==> src/hw/rtl/dlv_pkg.sv <==
package dlv_pkg;

  // Delay line geometry
  localparam int unsigned LineDepth = 128;
  localparam int unsigned AddrW     = $clog2(LineDepth);

  localparam int unsigned SampleW = 16;
  localparam int unsigned FracW   = 16;
  localparam int unsigned PhaseW  = 32;
  localparam int unsigned ShiftW  = 5;

  // Integer bits of the read position start at this bit
  localparam int unsigned PosFracBits = 24;
  localparam int unsigned FracLsb     = 8;

  localparam logic [PhaseW-1:0] LfoStep = 32'd579632;

  // Reset values of the configuration registers
  localparam logic [ShiftW-1:0] SwayShiftRst = 5'd2;
  localparam logic              DryMixRst    = 1'b0;

  // Configuration port
  localparam int unsigned CfgIdxW  = 2;
  localparam int unsigned CfgDataW = 5;
  localparam logic [CfgIdxW-1:0] CfgSwayShift = 2'd0;
  localparam logic [CfgIdxW-1:0] CfgDryMixOn  = 2'd1;

  // One request queued between the front and the back end
  typedef struct packed {
    logic signed [SampleW-1:0] sample;
    logic [AddrW-1:0]          wr_idx;
    logic [AddrW-1:0]          rd_idx;
    logic [FracW-1:0]          frac;
  } req_t;

endpackage

==> src/hw/rtl/dlv_queue.sv <==
module dlv_queue #(
  parameter int unsigned Depth = 2
) (
  input  logic          clk_i,
  input  logic          rst_ni,
  input  logic          push_i,
  input  dlv_pkg::req_t req_i,
  output logic          full_o,
  input  logic          pop_i,
  output logic          valid_o,
  output dlv_pkg::req_t req_o
);

  localparam int unsigned PtrW = (Depth > 1) ? $clog2(Depth) : 1;
  localparam int unsigned CntW = $clog2(Depth + 1);

  dlv_pkg::req_t       slots_q [Depth];
  logic [PtrW-1:0]     wr_ptr_q, wr_ptr_d;
  logic [PtrW-1:0]     rd_ptr_q, rd_ptr_d;
  logic [CntW-1:0]     cnt_q, cnt_d;
  logic                do_push, do_pop;

  assign full_o  = (cnt_q == CntW'(Depth));
  assign valid_o = (cnt_q != '0);
  assign req_o   = slots_q[rd_ptr_q];
  assign do_push = push_i && !full_o;
  assign do_pop  = pop_i && valid_o;

  always_comb begin
    wr_ptr_d = wr_ptr_q;
    rd_ptr_d = rd_ptr_q;
    cnt_d    = cnt_q;
    if (do_push) begin
      wr_ptr_d = (wr_ptr_q == PtrW'(Depth - 1)) ? '0 : wr_ptr_q + PtrW'(1);
    end
    if (do_pop) begin
      rd_ptr_d = (rd_ptr_q == PtrW'(Depth - 1)) ? '0 : rd_ptr_q + PtrW'(1);
    end
    if (do_push && !do_pop) begin
      cnt_d = cnt_q + CntW'(1);
    end else if (do_pop && !do_push) begin
      cnt_d = cnt_q - CntW'(1);
    end
  end

  always_ff @(posedge clk_i or negedge rst_ni) begin
    if (!rst_ni) begin
      wr_ptr_q <= '0;
      rd_ptr_q <= '0;
      cnt_q    <= '0;
    end else begin
      wr_ptr_q <= wr_ptr_d;
      rd_ptr_q <= rd_ptr_d;
      cnt_q    <= cnt_d;
    end
  end

  always_ff @(posedge clk_i) begin
    if (do_push) begin
      slots_q[wr_ptr_q] <= req_i;
    end
  end

endmodule

==> config.mk <==
export PLATFORM = sky130hd
export DESIGN_NAME = dlv_queue
export DESIGN_NICKNAME = d
export VERILOG_FILES = /design/src/hw/rtl/dlv_pkg.sv /design/src/hw/rtl/dlv_queue.sv
export SDC_FILE = /design/constraint.sdc
export NUM_CORES = 1
export LEC_CHECK = 0
export BUFFER_PORTS_ARGS = -buffer_cell sky130_fd_sc_hd__clkbuf_2
export CORE_MARGIN = 1
export CORE_UTILIZATION = 45
export CTS_CLUSTER_SIZE = 12
export DETAILED_ROUTE_END_ITERATION = 8
export MAX_ROUTING_LAYER = met4
export PLACE_DENSITY = 0.73
export SYNTH_ARGS = -nofsm -noshare
export SYNTH_HDL_FRONTEND = slang
export SYNTH_SLANG_ARGS = --single-unit
export TNS_END_PERCENT = 5
==> constraint.sdc <==
create_clock -name clk_i -period 2.8 [get_ports clk_i]
set_input_delay 0.28 -clock clk_i [delete_from_list [all_inputs] [get_ports clk_i]]
set_output_delay 0.28 -clock clk_i [all_outputs]
set_load 0.1 [all_outputs]
== After elaboration in Yosys (flattened, before gate mapping) ==
Memories as Yosys holds them, arrays and structs flattened.
Cells that the tools add are included.
Word-level totals
  memories kept: 1
  logic and storage cells: 24
  input port bits: 50
  register bits: 4
  memory bits (writable): 92
Memory list
  slots_q: words 2, width 46, read ports 1, clocked after memory_dff 0, write ports 1, line dlv_queue.sv:17  | dlv_pkg::req_t slots_q [Depth];
Cells by class
  reductions and logical operators: 9
  mux-type cells: 6
  add/sub/neg operators: 4
  equality and inequality tests: 1
Operators with widths (count)
  logical AND 1 bit: 4
  2-to-1 mux 1 bit: 4
  2-to-1 mux 2 bit: 2
  nonzero test 2 bit: 2
  zero test 1 bit: 3
  adder 1 bit (second input constant): 2
  adder 2 x 1 -> 2 bit (second input constant): 1
  == test 2 bit (second input constant): 1
  subtractor 2 x 1 -> 2 bit (second input constant): 1

== Longest topological paths before layout ==
Gate-level depths: netlist of the first run.
  depth after elaboration: 7
  depth in mapped cells: 7
  depth with buffers taken out: 7

== Least setup slack after synthesis of the first run ==
Ideal clock, no wire load.
  kind: flip-flop to flip-flop
  from: register cnt_q[0]
  to: memory slots_q[0][0] in the netlist's numbering, enable pin
  data arrival time: 2.556 ns
  period minus slack after synthesis: 3.006 ns
  cell stages (with the launch flop): 4
  slack: -0.206 ns
  cell sequence: dfrtp_1 -> nand2b_1 -> nand2_1 -> nor2_1
On the way
  word-level cells in the longest chain between the ends: 5
RTL lines
  start, declared: line dlv_queue.sv:20  | logic [CntW-1:0] cnt_q, cnt_d;
  start signal, assigned: line dlv_queue.sv:54  | cnt_q <= cnt_d;
  == test 2 bit: line dlv_queue.sv:23  | assign full_o = (cnt_q == CntW'(Depth));
  zero test 1 bit: line dlv_queue.sv:26  | assign do_push = push_i && !full_o;
  logical AND 1 bit: line dlv_queue.sv:26
  2-to-1 mux 1 bit: line dlv_queue.sv:59  | if (do_push) begin
  2-to-1 mux 1 bit (implied by the code): line dlv_queue.sv:60  | slots_q[wr_ptr_q] <= req_i;
  end, declared: line dlv_queue.sv:17
Every way passes these cells.

==> reports/qor.yml, run 1 <==
max_cap_viol_count: 0
htree_num_levels: 3
die-area_um2: 8460
crit_cells: 3
antenna_found_initial: 0
ys_types: 16
regArea_um2: 2860
fin_tns_setup_ns: 0
rsz0062_at_grt: "false"
reg2reg_slack_ns: 0.92
place_hpwl_um: 4260
diodes: 0
slew_headroom_pct: 56.5
final_max_slew_viol_count: 0
final_nets: 323
yosysTopAreaCellShare_pct: 75.8
rr_startpoint: "cnt_q[0]"
routedWlPerCell_um: 16.1
routed-via-count: 1793
postCtsHoldBufs: 1
endpoint: "req_o[29]"
grt_pass1_vias: 1906
drt-initial-drc-count: 60
row_count: 32
period_share_pct: 76.0
wirelength_um: 6110
path_class: "flop to primary output"
cts_tree: "done"
cts-root-buf: "clkbuf_8"
max_slew.worst_pin.slew_ns: 0.652
port_buffers: 97
async_flop_share_pct: 4.17
rr_endpoint: "slots_q[0][41]"
synth-main-ff-cell: "edfxtp_1"
drive_gt1_share_pct: 61.0
critPathBufInv: 2
yosys_warnings: 0
yosys-top-cells-count: "edfxtp_1 (92), mux2_4 (30), mux2_2 (16)"
netlist_area_um2: 3640
synth_nets: 213
critPathTopFamily: "buffers and inverters"
whs_ns: 0.111
insertion_delay_ns: 0.35
clock-sinks: 96
setup_viol: 0
cp.arrival_ns: 1.85
track_usage_pct: 15.5
synth_top_cell_by_area: "edfxtp_1"
grt_pass1_wl_um: 9310
die_w_um: 92.0
io_pins: 98
n_fill_cell: 632
fmax_mhz: 470
multi_input_area_um2: 732
netlist_instances: 162
synth_edf_count: 92
crit_slowest_cell: "mux2_2"
min_path_type: "input pin to flop"
drt_drc_violations_left: 0
cp_max_fo: 25
grt_max_degree: 26
post-cts-setup-buffer-count: 0
worst_r2r_path_depth: 4
crit_path_max_incr_delay_ns: 0.39
skew_ns: 0.0108
numCtsBuffers: 9
required_ns: 2.52
clockBufferDepth: 2
place.gp.congestion: 0.710
ys_ff_latch: 96
synth.most_common_cell: "edfxtp_1"
core_area_um2: 7770
worstSetupStartpointType: "flop"
outcome: "finished, final reports clean"
first_pass_iters: 4
die_y_um: 92.0
avgSynthCellArea_um2: 22.5
cp_cell_sequence: "buf_4 -> mux2_2 -> clkbuf_2"
start_util_pct: 46.9
synth.yosys.seq_area_share_pct: 78.6
clk_pin_slew_ns: 0.09
area_growth_pct: 22.5
avgViaCountPerCell: 4.73
startpoint: "rd_ptr_q"
hold_viol_final: 0
postCtsResizedCells: 0
endpoint_kind: "primary output"
min_period_ns: 2.13
antenna_left: 0
overflow: 0
synthTopCellsByArea: "edfxtp_1 (76%), mux2_4 (12%), mux2_2 (4.9%)"
metrics by stage:
stage,utilization [%],area (um^2),std cells,setup WS (ns)
3_3_place_gp,55.0,4270,362,0.973
5_1_grt,57.4,4460,379,0.598
2_1_floorplan,-,3650,162,0.558
4_1_cts,57.4,4460,379,0.635
3_5_place_dp,55.0,4270,362,0.895
6_report,57.4,4460,379,0.671
cells in the final DEF (no fill, tap or decap), types with 2 or more instances in the layout:
cell type	Yosys	routed
clkbuf_2	0	97
edfxtp_1	92	92
mux2_4	30	30
mux2_2	16	16
clkbuf_8	0	9
buf_4	0	5
xnor2_1	3	3
dfrtp_1	4	3
inv_1	2	2
xor2_1	2	2
clkinvlp_4	0	2
inv_6	0	2
clkinv_4	0	2
layout make-up:
type                    instances  share of cell area [%]
clock inverters                 7                    1.21
flip-flops and latches         96                    64.2
clock buffers                   9                    2.78
inverters                       2                   0.168
repair buffers                104                    12.4
well taps                     102                    2.86
multi-input cells              59                    16.4
registers in the layout (all words and copies together), names as in the netlist:
name / flops
cnt_q: 2
rd_ptr_q: 1
slots_q: 92
wr_ptr_q: 1
layer usage:
metal / wire [um] / global-route usage (%) / share of wire [%]
met5: 0 / - / 0
met4: 113 / 6.90 / 1.8
met3: 311 / 4.15 / 5.1
met2: 3190 / 24.6 / 52
met1: 2500 / 18.7 / 41
how the worst min path moves through the flow:
stage | from | to | slack, ns | cells past startpoint
6_report | req_i[39] | slots_q[0][39] | 0.11 | 1
4_1_cts | req_i[8] | slots_q[0][8] | 0.09 | 1
2_1_floorplan | rst_ni | cnt_q[0] | -0.02 | 0
5_1_grt | req_i[8] | slots_q[0][8] | 0.09 | 1
3_3_place_gp | rst_ni | cnt_q[0] | 0.09 | 1
3_5_place_dp | rst_ni | cnt_q[1] | 0.1 | 1
worst reg2reg max path: stages, from the launching register on:
cell,delay (ns)
dfrtp_1,0.42
nand2b_1,0.17
nand2_1,0.14
nor2_4,0.52
buf_4,0.34
kinds of logic after synthesis:
| kind of cell | after synthesis | share of synthesized area [%] |
|---|---|---|
| mux | 46 | 17.3 |
| fa+ha+maj | 1 | 0.343 |
| simple gates | 7 | 0.996 |
| buf+inv | 7 | 1.58 |
| xor+xnor | 5 | 1.20 |
| flops | 96 | 78.6 |
Power of run 1 is not shown: default switching activity piles up to over one toggle a cycle in this logic, so the estimate is an artifact.
==> inputs of run 2 (changes only) <==
PLACE_DENSITY = 0.7   (was 0.73)
clock period = 2.08 ns   (was 2.8 ns; I/O delays follow)
==> run 2 against run 1 <==
Effect of this change: non-clock buffer count shrank 1; cell area grew 9.1%; first-iteration DRC count grew 75%; critical path depth is the same; highest routed layer unchanged; final cell count shrank 0.26%; global-route usage shrank 0.070 points; routed wire length shrank 2.8%; largest cell class unchanged; setup slack lost 0.60 ns; sequential share of layout area shrank 5.3 points; clock skew shrank 0.0046 ns; hold slack lost 0.062 ns; via count grew 0.95%.
==> reports/qor.yml, run 2 (synthesis gave the netlist of run 1 again) <==
row_count: 32  # unchanged
final_max_slew_viol_count: 0  # unchanged
place.gp.congestion: 0.676  # -4.8%
drt-initial-drc-count: 105  # +75%
outcome: "finished, final reports clean"
min_to: "slots_q[1][29]"
avgViaCountPerCell: 4.79  # +1.2%
core_area_um2: 7770  # unchanged
whs_ns: 0.0484  # -0.0621 ns
cp_max_fo: 47  # +88%
die_y_um: 92.0  # unchanged
die-area_um2: 8460  # unchanged
drt_drc_violations_left: 0  # unchanged
rr_startpoint: "cnt_q[0]"
path_class: "flop to primary output"
worst_r2r_path_depth: 4  # unchanged
min_path_type: "input pin to flop"
hold_viol_final: 0  # unchanged
routed-via-count: 1810  # +0.95%
die_w_um: 92.0  # unchanged
insertion_delay_ns: 0.34  # about the same
first_pass_iters: 4  # unchanged
dp_cells: 361  # -0.28%
hp-start: "req_i[29]"
post-cts-setup-buffer-count: 0  # unchanged
pre_cts_slack_ns: 0.439  # -0.456 ns
slew_headroom_pct: 63.3  # +6.8 points
clockBufferDepth: 2  # unchanged
layout_common_cells: "edfxtp_1 (92), clkbuf_2 (70), mux2_4 (30)"
crit_slowest_cell: "dfrtp_2"
required_ns: 1.87  # -0.65 ns
port_buffers: 97  # unchanged
htree_num_levels: 3  # unchanged
fin_ws_ns: 0.0751  # -0.596 ns
worstSetupStartpointType: "flop"
cts-root-buf: "clkbuf_8"
fmax_mhz: 499
reg2reg_slack_ns: 0.52  # -0.40 ns
antenna_left: 0  # unchanged
rsz0062_at_grt: "false"
wirelength_um: 5940  # -2.8%
grt_pass1_vias: 1994  # +4.6%
cts_tree: "done"
place_hpwl_um: 4110  # -3.5%
endpoint_kind: "primary output"
hold_path_depth: 1  # unchanged
reg_top3: "slots_q: 92 flops, cnt_q: 2 flops"
start_util_pct: 46.9  # unchanged
fin_util_pct: 62.6  # +5.2 points
cp.arrival_ns: 1.80  # -0.05 ns
track_usage_pct: 15.5  # -0.070 points
max_slew.worst_pin.slew_ns: 0.552  # -0.100 ns
cp_cell_sequence: "buf_12 -> mux2_2 -> clkbuf_2"
top_register: "slots_q"
final_nets: 322  # -0.31%
final_cells: 378  # -0.26%
grt_max_degree: 48  # +85%
critPathBufInv: 2  # unchanged
clock-sinks: 96  # unchanged
numCtsBuffers: 9  # unchanged
diodes: 0  # unchanged
area_growth_pct: 33.6
min_period_ns: 2.00
antenna_found_initial: 0  # unchanged
layout_commonest_cell: "edfxtp_1"
critPathTopFamily: "buffers and inverters"
max_cap_viol_count: 0  # unchanged
overflow: 0  # unchanged
drive_gt1_share_pct: 60.9  # -0.14 points
skew_ns: 0.00620  # -0.00458 ns
io_pins: 98  # unchanged
clk_pin_slew_ns: 0.09  # about the same
routedWlPerCell_um: 15.7  # -2.6%
grt_pass1_wl_um: 9380  # +0.74%
largest_register_ffs: 92  # unchanged
period_share_pct: 96.4
setup_viol: 0  # unchanged
crit_path_max_incr_delay_ns: 0.38  # about the same
rr_endpoint: "slots_q[0][6]"
-- run 2: cell types whose count changed in the layout (fill, tap and decap cells not counted), sizes merged --
| cell | before | now |
|---|---|---|
| buf | 6 | 32 |
| clkinvlp | 2 | 1 |
| inv | 4 | 3 |
| clkinv | 3 | 5 |
| clkbuf | 106 | 79 |
-- run 2: final cells by class --
type | instances | area [um^2]
fillers | 562 | 2900
clock buffers | 9 | 124
flip-flops and latches | 96 | 2860
repair buffers | 103 | 963
inverters | 2 | 7.51
clock inverters | 7 | 47.5
well taps | 102 | 128
multi-input cells | 59 | 732
-- run 2: worst max-delay path by stage --
| stage | depth (start not counted) | end | from | slack (ns) |
|---|---|---|---|---|
| 5_1_grt | 3 | req_o[30] | rd_ptr_q | 0.01 |
| 2_1_floorplan | 2 | slots_q[1][0] | cnt_q[0] | -0.009 |
| 4_1_cts | 3 | req_o[30] | rd_ptr_q | 0.05 |
| 3_3_place_gp | 3 | req_o[25] | rd_ptr_q | 0.46 |
| 6_report | 3 | req_o[30] | rd_ptr_q | 0.08 |
| 3_5_place_dp | 3 | req_o[30] | rd_ptr_q | 0.44 |
-- run 2: repair_timing --
item / in CTS / in global routing
hold endpoints to repair: 4 / 0
resized for setup: 0 / 0
hold buffers: 1 / 0
-- run 2: metal layers --
metal / global-route usage [%] / wire [um] / up-vias
met5: - / 0 / -
met4: 6.90 / 112 / 0
met3: 3.98 / 325 / 11
met2: 25.1 / 2950 / 66
met1: 18.3 / 2550 / 883
li1: - / - / 850
-- run 2: stage by stage --
step / cell area, um^2 / setup TNS, ns
after global placement: 4680 / 0
after CTS: 4870 / 0
after floorplan: 3650 / -0.419
after detailed placement: 4680 / 0
final: 4870 / 0
after global routing: 4870 / 0
Power of run 2 is left out for the same reason.
==> inputs of run 3 (changes only) <==
CELL_PAD_IN_SITES_DETAIL_PLACEMENT = 0   (was not set)
CELL_PAD_IN_SITES_GLOBAL_PLACEMENT = 2   (was not set)
CORE_UTILIZATION = 38   (was 45)
PLACE_DENSITY = not set   (was 0.7)
PLACE_DENSITY_LB_ADDON = 0.1   (was not set)
==> run 3 against run 2 <==
Effect of this change: first-iteration DRC count down 70%; clock-buffer cell count unchanged; via count down 2.2%; flip-flop and latch count unchanged; maximum frequency up 0.69%; final cell count up 7.4%; highest routed layer unchanged.
==> reports/qor.yml, run 3 (synthesis gave the netlist of run 1 again) <==
outcome: "finished, final reports clean"
worstSetupStartpointType: "flop"
largest_register_ffs: 92  # unchanged
rsz0062_at_grt: "false"
start_util_pct: 39.2  # -7.7 points
overflow: 0  # unchanged
die_y_um: 99.9  # +8.6%
required_ns: 1.87  # about the same
die_w_um: 99.9  # +8.6%
setup_viol: 0  # unchanged
avgViaCountPerCell: 4.36  # -9.0%
min_path_type: "input pin to flop"
core_area_um2: 9280  # +20%
cp_max_fo: 37  # -21%
area_growth_pct: 36.7
diodes: 0  # unchanged
fin_ws_ns: 0.0887  # +0.0137 ns
antenna_left: 0  # unchanged
drt-initial-drc-count: 32  # -70%
place_hpwl_um: 3930  # -4.4%
layout_common_cells: "edfxtp_1 (92), clkbuf_2 (69), buf_12 (31)"
hp-start: "req_i[15]"
dp_cells: 389  # +7.8%
layout_commonest_cell: "edfxtp_1"
grt_pass1_wl_um: 9010  # -3.9%
pre_cts_slack_ns: 0.462  # +0.0231 ns
top_register: "slots_q"
row_count: 35  # +9.4%
post-cts-setup-buffer-count: 0  # unchanged
clk_pin_slew_ns: 0.09  # about the same
worst_r2r_path_depth: 7  # +3
startpoint: "rd_ptr_q"
drive_gt1_share_pct: 61.4  # +0.50 points
grt_pass1_vias: 1850  # -7.2%
rr_startpoint: "cnt_q[0]"
postCtsHoldBufs: 1  # unchanged
final_max_slew_viol_count: 0  # unchanged
grt_max_degree: 38  # -21%
final_cells: 406  # +7.4%
insertion_delay_ns: 0.35  # about the same
wirelength_um: 5770  # -2.9%
port_buffers: 97  # unchanged
final_nets: 323  # +0.31%
numCtsBuffers: 9  # unchanged
place.gp.congestion: 0.651  # -3.7%
clockBufferDepth: 2  # unchanged
cp.arrival_ns: 1.78  # -0.02 ns
routedWlPerCell_um: 14.2  # -9.6%
period_share_pct: 95.7  # -0.66 points
max_cap_viol_count: 0  # unchanged
antenna_found_initial: 0  # unchanged
fmax_mhz: 502  # +0.69%
skew_ns: 0.00791  # +0.00170 ns
slew_headroom_pct: 63.2  # -0.12 points
first_pass_iters: 3  # -1
min_period_ns: 1.99  # -0.0137 ns
reg_top3: "slots_q: 92 flops, cnt_q: 2 flops"
hold_path_depth: 1  # unchanged
endpoint_kind: "primary output"
htree_num_levels: 3  # unchanged
postCtsResizedCells: 0  # unchanged
die-area_um2: 9980  # +18%
drt_drc_violations_left: 0  # unchanged
hold_viol_final: 0  # unchanged
routed-via-count: 1770  # -2.2%
track_usage_pct: 12.6  # -2.8 points
path_class: "flop to primary output"
cts-root-buf: "clkbuf_8"
clock-sinks: 96  # unchanged
io_pins: 98  # unchanged
cts_tree: "done"
max_slew.worst_pin.slew_ns: 0.554  # +0.00184 ns
run 3: area by class of cell:
type                            count  area, um^2
Inverter                            2        7.51
Clock inverter                      7        93.8
Sequential cell                    96        2860
Fill cell                         772        4300
Multi-Input combinational cell     59         732
Clock buffer                        9         124
Tap cell                          129         161
Timing Repair Buffer              104         998
run 3: per-layer routing:
layer,global-route usage (%),wire [um],vias up
met1,15.1,2530,861
met2,20.1,2910,54
li1,-,-,847
met5,-,0,-
met3,3.20,292,8
met4,6.11,42,0
run 3: path summary, 6_finish.rpt:
| path | endpoint | slack [ns] |
|---|---|---|
| setup reg to reg | cnt_q[1] | 0.56 |
| setup / recovery | req_o[45] | 0.09 |
| max in group asynchronous | rd_ptr_q | 1.75 |
| hold reg to reg | cnt_q[1] | 0.49 |
| min in group asynchronous | wr_ptr_q | 0.19 |
| hold / removal | slots_q[1][15] | 0.05 |
run 3: worst max-delay path, stage by stage, from the launching register on:
cell	delay, ns
dfrtp_2	0.39
buf_12	0.26
mux2_2	0.38
clkbuf_2	0.37
run 3: stage by stage:
stage	util, %	hold WS (ns)	area, um^2	setup TNS [ns]
floorplan	-	-0.0876	3650	-0.419
global placement	51.2	0.0260	4750	0
detailed placement	51.2	0.0289	4750	0
CTS	53.7	0.0273	4980	0
global route	53.7	0.0261	4980	0
finish	53.7	0.0454	4980	0
Power of run 3 is left out for the same reason.
